File: src/design/pwl_pkg.sv
// ----------------------------------------------------------------------------
// pwl_pkg: shared types and constants for the pulse width latch driver
// Command codes, register indexes, beat payload structs and the job record
// passed from the command stage to the serializer.
// ----------------------------------------------------------------------------
package pwl_pkg;

	localparam int unsigned CmdW     = 3;
	localparam int unsigned PosW     = 3;
	localparam int unsigned ByteW    = 8;
	localparam int unsigned LowW     = 16;
	localparam int unsigned CfgIdxW  = 2;

	typedef enum logic [CmdW-1:0] {
		CMD_SET_BIT    = 3'd0,
		CMD_CLEAR_BIT  = 3'd1,
		CMD_WRITE_BYTE = 3'd2,
		CMD_RESET      = 3'd3,
		CMD_START_HOLD = 3'd4,
		CMD_FLUSH      = 3'd5
	} cmd_e;

	localparam logic [CfgIdxW-1:0] REG_SHORT_LOW = 2'd0;
	localparam logic [CfgIdxW-1:0] REG_LONG_LOW  = 2'd1;

	localparam logic [LowW-1:0] SHORT_LOW_RST = 16'd4;
	localparam logic [LowW-1:0] LONG_LOW_RST  = 16'd100;

	localparam logic [PosW-1:0] POS_FIRST = 3'd7;
	localparam logic [PosW-1:0] POS_LAST  = 3'd0;

	typedef struct packed {
		logic [CmdW-1:0]  command;
		logic [PosW-1:0]  bit_index;
		logic [ByteW-1:0] byte_value;
	} in_beat_t;

	typedef struct packed {
		logic             pulse_valid;
		logic             serial_bit;
		logic [LowW-1:0]  low_time;
		logic [PosW-1:0]  bit_position;
		logic [ByteW-1:0] shadow_state;
		logic             last;
	} out_beat_t;

	// one decoded command waiting for the serializer
	typedef struct packed {
		logic             send;
		logic [ByteW-1:0] shadow;
	} job_t;

endpackage

File: src/design/pulse_width_latch_output_driver.sv
// ----------------------------------------------------------------------------
// pulse_width_latch_output_driver: shadow latch byte sent as pulse widths
// Input channel (in_valid/in_ready/in_data) takes one command per beat.
// Each command may update the shadow byte or the hold flag; if the line must
// be refreshed, the shadow goes out MSB first as eight pulse beats (short
// low time for a one, long for a zero), otherwise one status beat follows.
// The last beat of each command carries last = 1.
// Config channel (cfg_valid/cfg_ready/cfg_index/cfg_data) is always ready;
// index 0 sets the short low time, index 1 the long one, others are ignored.
// A command beat is registered as a job in the command stage and then loaded
// into the serializer output register. One result beat goes out per cycle
// while the receiver is ready, eight for a refresh and one for a status
// command; a new command is taken while the previous one is still serialized.
// Reset clears shadow, sent byte and hold flag, low times return to 4/100.
// When the receiver stalls, the output beat holds and the command stage
// backs up by one job before in_ready drops.
// ----------------------------------------------------------------------------
module pulse_width_latch_output_driver (
	input  logic                        clk,
	input  logic                        arst_n,
	input  logic                        in_valid,
	output logic                        in_ready,
	input  pwl_pkg::in_beat_t           in_data,
	output logic                        out_valid,
	input  logic                        out_ready,
	output pwl_pkg::out_beat_t          out_data,
	input  logic                        cfg_valid,
	output logic                        cfg_ready,
	input  logic [pwl_pkg::CfgIdxW-1:0] cfg_index,
	input  logic [pwl_pkg::LowW-1:0]    cfg_data
);
	import pwl_pkg::*;

	logic [LowW-1:0] short_low_q;
	logic [LowW-1:0] long_low_q;
	logic            job_valid;
	logic            job_ready;
	job_t            job;

	assign cfg_ready = 1'b1;

	always_ff @(posedge clk or negedge arst_n) begin
		if (!arst_n) begin
			short_low_q <= SHORT_LOW_RST;
			long_low_q  <= LONG_LOW_RST;
		end else if (cfg_valid) begin
			if (cfg_index == REG_SHORT_LOW) begin
				short_low_q <= cfg_data;
			end else if (cfg_index == REG_LONG_LOW) begin
				long_low_q <= cfg_data;
			end
		end
	end

	pwl_cmd u_cmd (
		.clk       (clk),
		.arst_n    (arst_n),
		.in_valid  (in_valid),
		.in_ready  (in_ready),
		.in_data   (in_data),
		.job_valid (job_valid),
		.job_ready (job_ready),
		.job       (job)
	);

	pwl_ser u_ser (
		.clk       (clk),
		.arst_n    (arst_n),
		.job_valid (job_valid),
		.job_ready (job_ready),
		.job       (job),
		.short_low (short_low_q),
		.long_low  (long_low_q),
		.out_valid (out_valid),
		.out_ready (out_ready),
		.out_data  (out_data)
	);

endmodule

File: src/design/pwl_cmd.sv
// ----------------------------------------------------------------------------
// pwl_cmd: command stage
// Applies each command to the shadow byte and hold flag, decides whether the
// shadow goes out on the line, and registers the job for the serializer.
// ----------------------------------------------------------------------------
module pwl_cmd (
	input  logic             clk,
	input  logic             arst_n,
	input  logic             in_valid,
	output logic             in_ready,
	input  pwl_pkg::in_beat_t in_data,
	output logic             job_valid,
	input  logic             job_ready,
	output pwl_pkg::job_t    job
);
	import pwl_pkg::*;

	logic [ByteW-1:0] shadow_q;
	logic [ByteW-1:0] sent_q;
	logic             hold_q;
	logic             job_valid_s1;
	job_t             job_s1;

	logic [ByteW-1:0] shadow_n;
	logic             hold_n;
	logic             may_send;
	logic             send;
	logic [ByteW-1:0] bit_mask;
	logic             accept;

	assign bit_mask = ByteW'(1) << in_data.bit_index;
	assign accept   = in_valid && in_ready;
	assign in_ready = !job_valid_s1 || job_ready;

	always_comb begin
		shadow_n = shadow_q;
		hold_n   = hold_q;
		may_send = 1'b1;
		case (in_data.command)
			CMD_SET_BIT:    shadow_n = shadow_q | bit_mask;
			CMD_CLEAR_BIT:  shadow_n = shadow_q & ~bit_mask;
			CMD_WRITE_BYTE: shadow_n = in_data.byte_value;
			CMD_RESET: begin
				shadow_n = '0;
				hold_n   = 1'b0;
			end
			CMD_START_HOLD: begin
				hold_n   = 1'b1;
				may_send = 1'b0;
			end
			CMD_FLUSH:      hold_n = 1'b0;
			default:        may_send = 1'b0;
		endcase
		send = may_send && !hold_n && (shadow_n != sent_q);
	end

	always_ff @(posedge clk or negedge arst_n) begin
		if (!arst_n) begin
			shadow_q     <= '0;
			sent_q       <= '0;
			hold_q       <= 1'b0;
			job_valid_s1 <= 1'b0;
		end else begin
			if (accept) begin
				shadow_q     <= shadow_n;
				hold_q       <= hold_n;
				job_valid_s1 <= 1'b1;
				if (send) begin
					sent_q <= shadow_n;
				end
			end else if (job_ready) begin
				job_valid_s1 <= 1'b0;
			end
		end
	end

	always_ff @(posedge clk) begin
		if (accept) begin
			job_s1.send   <= send;
			job_s1.shadow <= shadow_n;
		end
	end

	assign job_valid = job_valid_s1;
	assign job       = job_s1;

endmodule

File: src/design/pwl_ser.sv
// ----------------------------------------------------------------------------
// pwl_ser: pulse serializer
// Turns a job into eight pulse beats, MSB first, or one status beat, held in
// an output register until the receiver takes it.
// ----------------------------------------------------------------------------
module pwl_ser (
	input  logic                     clk,
	input  logic                     arst_n,
	input  logic                     job_valid,
	output logic                     job_ready,
	input  pwl_pkg::job_t            job,
	input  logic [pwl_pkg::LowW-1:0] short_low,
	input  logic [pwl_pkg::LowW-1:0] long_low,
	output logic                     out_valid,
	input  logic                     out_ready,
	output pwl_pkg::out_beat_t       out_data
);
	import pwl_pkg::*;

	logic             out_valid_q;
	out_beat_t        out_q;
	logic [ByteW-1:0] byte_q;

	logic             load;
	logic             advance;
	logic [PosW-1:0]  pos_next;
	logic             bit_first;
	logic             bit_next;

	assign job_ready = !out_valid_q || (out_ready && out_q.last);
	assign load      = job_valid && job_ready;
	assign advance   = out_valid_q && out_ready && !out_q.last;
	assign pos_next  = out_q.bit_position - PosW'(1);
	assign bit_first = job.shadow[POS_FIRST];
	assign bit_next  = byte_q[pos_next];

	always_ff @(posedge clk or negedge arst_n) begin
		if (!arst_n) begin
			out_valid_q <= 1'b0;
		end else if (job_ready) begin
			out_valid_q <= job_valid;
		end
	end

	always_ff @(posedge clk) begin
		if (load) begin
			byte_q             <= job.shadow;
			out_q.shadow_state <= job.shadow;
			if (job.send) begin
				out_q.pulse_valid  <= 1'b1;
				out_q.serial_bit   <= bit_first;
				out_q.low_time     <= bit_first ? short_low : long_low;
				out_q.bit_position <= POS_FIRST;
				out_q.last         <= 1'b0;
			end else begin
				out_q.pulse_valid  <= 1'b0;
				out_q.serial_bit   <= 1'b0;
				out_q.low_time     <= '0;
				out_q.bit_position <= POS_LAST;
				out_q.last         <= 1'b1;
			end
		end else if (advance) begin
			out_q.serial_bit   <= bit_next;
			out_q.low_time     <= bit_next ? short_low : long_low;
			out_q.bit_position <= pos_next;
			out_q.last         <= (pos_next == POS_LAST);
		end
	end

	assign out_valid = out_valid_q;
	assign out_data  = out_q;

endmodule

File: config.mk
export PLATFORM = sky130hd
export DESIGN_NAME = pulse_width_latch_output_driver
export DESIGN_NICKNAME = d
export VERILOG_FILES = /design/src/design/pwl_pkg.sv /design/src/design/pulse_width_latch_output_driver.sv /design/src/design/pwl_cmd.sv /design/src/design/pwl_ser.sv
export SDC_FILE = /design/constraint.sdc
export NUM_CORES = 1
export LEC_CHECK = 0
export BUFFER_PORTS_ARGS = -buffer_cell sky130_fd_sc_hd__buf_2
export CORE_ASPECT_RATIO = 1.5
export CORE_MARGIN = 3
export CORE_UTILIZATION = 30
export CTS_CLUSTER_SIZE = 10
export DETAILED_ROUTE_END_ITERATION = 10
export HOLD_SLACK_MARGIN = 0.12
export SYNTH_ARGS = -nofsm -noshare
export SYNTH_HDL_FRONTEND = slang
export SYNTH_SLANG_ARGS = --single-unit
File: constraint.sdc
create_clock -name clk -period 2.8 [get_ports clk]
set_clock_uncertainty 0.15 [all_clocks]
set_input_delay 0.28 -clock clk [delete_from_list [all_inputs] [get_ports clk]]
set_output_delay 0.28 -clock clk [all_outputs]
set_load 0.02 [all_outputs]
## Word level (Yosys, flattened, before mapping)

Cells that the tools add are included.
W data, S select, Z words.

- Bits in registers: 90
- Memories kept: 0
- Output and inout port bits: 33
- Word-level logic and storage cells: 67
- ROM bits: 0
- RAM bits: 0
- Latch bits: 0

- Equal/unequal tests: 7
- Mux-type cells: 15
- Div/mod/pow operators: 0
- $mul: 0
- Bitwise gates (word level): 4
- $lt $le $gt $ge: 1
- Reductions and logical operators: 23
- Shift-type cells: 1
- Add/sub/neg operators: 1

Operators by type and width:

| kind | count |
|---|---|
| $mux W20 | 2 |
| $mux W16 | 2 |
| $pmux W8 S4 | 1 |
| $mux W21 | 1 |
| $and A8 B8 Y8 | 1 |
| $ne A8 B8 Y1 | 1 |
| $not A8 Y8 | 1 |
| $or A8 B8 Y8 | 1 |
| $shl A1 B3 Y8 const A | 1 |
| $logic_and A1 B1 Y1 | 7 |
| $mux W1 | 7 |
| $eq A3 B2 Y1 const B | 2 |
| $eq A3 B3 Y1 const B | 2 |
| $logic_not A3 Y1 | 2 |
| $reduce_or A5 Y1 | 1 |
| $logic_not A1 Y1 | 4 |
| $lt A3 B4 Y1 const B | 1 |
| $reduce_and A2 Y1 | 2 |
| $reduce_bool A2 Y1 | 2 |
| $bmux W1 S3 | 1 |
| $eq A3 B1 Y1 const B | 1 |
| $reduce_and A3 Y1 | 1 |
| $sub A3 B1 Y3 const B | 1 |
| $eq A2 B1 Y1 const B | 1 |
| 5 further kinds | 6 |

## Longest topological paths before layout

- Depth after elaboration: 7
- Mapped depth: 8
- Mapped depth without buffers: 7

## By module

A second synthesis with hierarchy kept.

- Cell total of the unflattened synthesis: 300
- Area total of the unflattened synthesis: 4113.9 µm²

Modules (own cells, without submodules):

| module | times used | cells each | seq. area each (µm²) | area each (µm²) |
|---|---|---|---|---|
| pwl_cmd | 1 | 153 | 720.7 | 1550.2 |
| pwl_ser | 1 | 77 | 925.9 | 1335.0 |
| pulse_width_latch_output_driver | 1 | 70 | 805.8 | 1228.7 |

## Least setup slack after synthesis

Ideal clock, no wire load.

- Path type: register -> register
- Start: register u_ser.out_q, in the netlist u_ser.out_data[9]
- End: register u_ser.out_q, in the netlist u_ser.out_data[21], data pin
- Slack: 0.302 ns
- Cell stages (with the launch flop): 8
- Path buffers: 1
- Data required time: 2.369 ns
- Period minus slack after synthesis: 2.498 ns
- Arrival: 2.067 ns
- Cell sequence: edfxtp_1 > inv_1 > ha_1 > mux4_2 > mux2i_4 > buf_4 > mux2i_1 > o22ai_1

- Longest elaborated chain between the ends: 6

RTL lines:

| what | line | RTL |
|---|---|---|
| from (decl) | pwl_ser.sv:21 | `out_beat_t out_q;` |
| $sub A3 B1 Y3 | pwl_ser.sv:33 | `assign pos_next = out_q.bit_position - PosW'(1);` |
| $bmux W1 S3 | pwl_ser.sv:35 | `assign bit_next = byte_q[pos_next];` |
| $mux W1 (implied by the code) | pwl_ser.sv:35 |  |
| $mux W16 | pwl_ser.sv:64 | `out_q.low_time <= bit_next ? short_low : long_low;` |
| $mux W20 | pwl_ser.sv:62 | `end else if (advance) begin` |
| $mux W20 | pwl_ser.sv:46 | `if (load) begin` |

No other way between the ends. The select of a mux whose other input is x is not followed.
A chain may end at the register's enable or synchronous reset.

## Worst setup path after layout

- Start: register u_cmd.shadow_q[4]
- End: register u_cmd.sent_q[1]

- Longest elaborated chain between the ends: 5
- Elaborated cells on any way between the ends: 6
- Classes of those cells: eq/ne (1); mux (1); bitwise (2); reduce/logical (2)

RTL lines:

| what | line | RTL |
|---|---|---|
| from (decl) | pwl_cmd.sv:18 | `logic [ByteW-1:0] shadow_q;` |
| from (signal assigned) | pwl_cmd.sv:65 | `shadow_q <= shadow_n;` |
| $and A8 B8 Y8 or $or A8 B8 Y8 (tied branches) | pwl_cmd.sv:41, pwl_cmd.sv:40 |  |
| $pmux W8 S4 * | pwl_cmd.sv:39 | `case (in_data.command)` |
| $ne A8 B8 Y1 * | pwl_cmd.sv:54 | `send = may_send && !hold_n && (shadow_n != sent_q);` |
| $logic_and A1 B1 Y1 * | pwl_cmd.sv:54 |  |
| $reduce_and A2 Y1 (no source line) * | - |  |
| to (signal assigned) | pwl_cmd.sv:69 | `sent_q <= shadow_n;` |
| to (decl) | pwl_cmd.sv:19 | `logic [ByteW-1:0] sent_q;` |

Every way passes the cells marked *; elsewhere a longest branch is shown, timed or not.

==> results.tsv <==
metric	value	unit
outcome	completed	
Starting Density	31.23	%
row cnt	53	
launch point of the worst path	u_cmd.shadow_q[4]	
RSZ-0062 raised after global routing	no	
P_int	3.532	mW
clk_lat worst skew	330	ps
global route total overflow	0	
initial antenna violation count	0	
Mapped Nets	383	
synthesized area	4453	um^2
CTS Buf Count	9	
Startpoint Class	flop	
DIE WIDTH	105.5	um
CP Capture Type	flop	
beginning of the worst hold path	in_data[11]	
Max Cap Violations	0	
post-synthesis cell type count	58	
Gate Count Post-Synth	344	
Via Count	3109	
Slew @ Worst Pin	626.2	ps
LEAKAGE	2.270	nW
DRT Wirelength	9.770	mm
Worst Hold Class	input port to flop	
Reg-to-Reg Start	u_cmd.shadow_q[4]	
Primary FF master, synth	dfrtp_1	
Final nets	470	
sequential share of the synthesized area	55.07	%
Placer Congestion	0.7535	
required time worst endpoint	2870	ps
CP Class	flop to flop	
largest net degree at the start of global routing	32	
vias per cell	4.951	
CP peak stage delay	420	ps
clock tree buffer depth	2	
Yosys reg bits	90	
TritonCTS clock tree	built	
Core Region	14260	um^2
multi-input logic area	1848	um^2
diodes inserted	0	
PortBufs	68	
total power	5.426	mW
Pwr per Cell Area	988.7	nW/um^2
Async SR Flop Fraction	56.67	%
critical path's top delay family	compound AO/OA/AOI/OAI gates	
CP max-delay cell	dfrtp_1	
power share of the sequential group	40.5	%
Sw Share	34.90	%
Final period util	81.12	%
Sink Count	90	
Critical Path, Cell by Cell	and2_4, or3_1, o2111ai_1, o2111ai_2, o31ai_4, mux2_1	
CP Max Fanout	4	
combinational share of power	39.2	%
Routed WL per cell	15.56	um
Starting DRT DRC Count	105	
final setup TNS	0	ps
Buf/Inv on CP	0	
top cells by area, synth	dfrtp_1 26%, edfxtp_1 26%, mux2_2 8.3%, mux2i_1 8.3%, o22ai_1 2.4%	
final setup vio count	0	
Worst-path clk slew	60	ps
global-route wire length before repair	15.57	mm
Mean Syn Cell Area	12.94	um^2
Post-synth EDFFs	39	
Area Growth Syn to Fin	23.24	%
Yosys top cell area share	26.41	%
Die ar.	16370	um^2
clock network fraction of total power	20.4	%
share of cells above drive strength 1	34.63	%
IO Count	70	
Slew HR	58.25	%
DRT antenna net count	0	
first-pass iteration count of the detailed router	4	
Post-CTS Setup Inserts	0	
Worst VDD drop	0.4386	mV
Worst EP arrival	2340	ps
Total GRT Usage	12.05	%
detailed placement HPWL	6.899	mm
Slew Viols, Final	0	
Final Hold Viols	0	
H-tree depth	3	
residual DRC count	0	
largest area contributor in the netlist	dfrtp_1	
warnings from Yosys	0	
FILL cells	1367	
worst hold slack	175.2	ps
Die Ht	155.2	um
Final min period	2271	ps
f_max	440.3	MHz
switching pwr	1.894	mW
vias in the first global route	3062	
root buf cell	clkbuf_16	
Sequential Area	2452	um^2
==> power groups by stage <==
stage	Clock, mW	Combinational (mW)	Sequential, mW
after global routing	1.18	2.32	2.25
after detailed placement	0	2.13	2.22
after global placement	0	2.08	2.20
after floorplan	0	1.32	2.40
final	1.11	2.12	2.20
after CTS	1.14	2.16	2.20
==> cell usage in the layout, fill, tap and decap left out, types with 4 or more instances in the layout <==
cell type and n:
nor3_1 4, clkbuf_16 9, dlygate4sd3_1 18, and3b_1 4
a31oi_1 7, dfrtp_1 47, nand4_1 4, nand2_1 5
nor2b_1 5, a21oi_1 15, nor2_1 18, dfstp_2 4
o21ai_0 5, buf_4 9, and2_1 4, o22ai_1 17
mux2_2 33, edfxtp_1 39, inv_1 12, buf_2 68
mux2i_1 37
==> kinds of logic after synthesis <==
group           Yosys count  synth area share [%]
other cells               1               0.08421
compound gates           65                 9.918
flops                    90                 55.07
mux                      76                 18.94
fa+ha+maj                 2                0.5619
simple gates             75                 11.35
xor+xnor                  2                0.3934
buf+inv                  33                 3.680
==> flip-flops by register name (all words and copies together) (netlist names), 8 cells and up <==
register / flops
long_low_q: 16
short_low_q: 16
u_cmd.job: 9
u_cmd.sent_q: 8
u_cmd.shadow_q: 8
u_ser.out_data: 30
==> per-layer routing <==
layer  GRT usage [%]  routed length (um)
met2           22.17                5283
met1           13.51                3913
met3           2.242                 384
met5               0                   0
met4           5.003                 188
==> synthesized netlist by cell type, types with 3 or more instances <==
| cell type | instances |
|---|---|
| mux2_2 | 33 |
| dfstp_2 | 4 |
| nor2b_1 | 6 |
| buf_4 | 3 |
| dfrtp_1 | 47 |
| nor3b_1 | 3 |
| or3_1 | 3 |
| and3b_1 | 4 |
| nand2_1 | 5 |
| o21ai_0 | 5 |
| and2_1 | 4 |
| o211ai_1 | 3 |
| clkbuf_1 | 9 |
| a21oi_1 | 16 |
| inv_1 | 12 |
| o22ai_1 | 17 |
| edfxtp_1 | 39 |
| buf_6 | 3 |
| a31oi_1 | 7 |
| nor3_1 | 4 |
| mux2i_1 | 37 |
| nor4bb_1 | 3 |
| nor2_1 | 18 |
| a21boi_0 | 3 |
| buf_2 | 5 |
| nand4_1 | 4 |
| mux2_1 | 3 |
| nand2b_1 | 3 |
==> worst reg2reg max path, cell delays in order, from the launching register on <==
cell and delay [ps]:
dfrtp_1 420, and2_4 180, or3_1 350, o2111ai_1 210, o2111ai_2 210, o31ai_4 280, mux2_1 350
==> final cells by class <==
class / instances / share of cell area [%]
Multi-Input combinational cell: 221 / 33.68
Clock inverter: 4 / 0.5016
Clock buffer: 12 / 4.492
Inverter: 12 / 0.8208
Tap cell: 192 / 4.378
Timing Repair Buffer: 97 / 11.45
Sequential cell: 90 / 44.69
==> path summary, 6_finish.rpt <==
path                                endpoint  slack (ps)  cells after the start
min in group asynchronous     short_low_q[5]         340                      2
max in group asynchronous    short_low_q[11]        1580                      3
hold / removal                  u_cmd.hold_q         180                      2
hold reg to reg            u_ser.out_data[7]         270                      0
setup reg to reg             u_cmd.sent_q[1]         530                      6
setup / recovery             u_cmd.sent_q[1]         530                      6
==> what timing repair did <==
action | CTS | global route
hold buffers | 18 | 0
endpoints found under the hold margin | 54 | 0
gates resized for setup | 0 | 0
==> per-stage QoR <==
| stage | utilization [%] | setup slack [ps] | instances | cell area (um^2) |
|---|---|---|---|---|
| 3_5_place_dp | 35.31 | 358.8 | 594 | 5034 |
| 2_1_floorplan | - | 302.0 | 344 | 4453 |
| 5_1_grt | 38.49 | 424.8 | 628 | 5488 |
| 4_1_cts | 38.49 | 507.3 | 628 | 5488 |
| 6_report | 38.49 | 528.7 | 628 | 5488 |
| 3_3_place_gp | 35.31 | 438.4 | 594 | 5034 |
(Power assumes the default switching activity.)
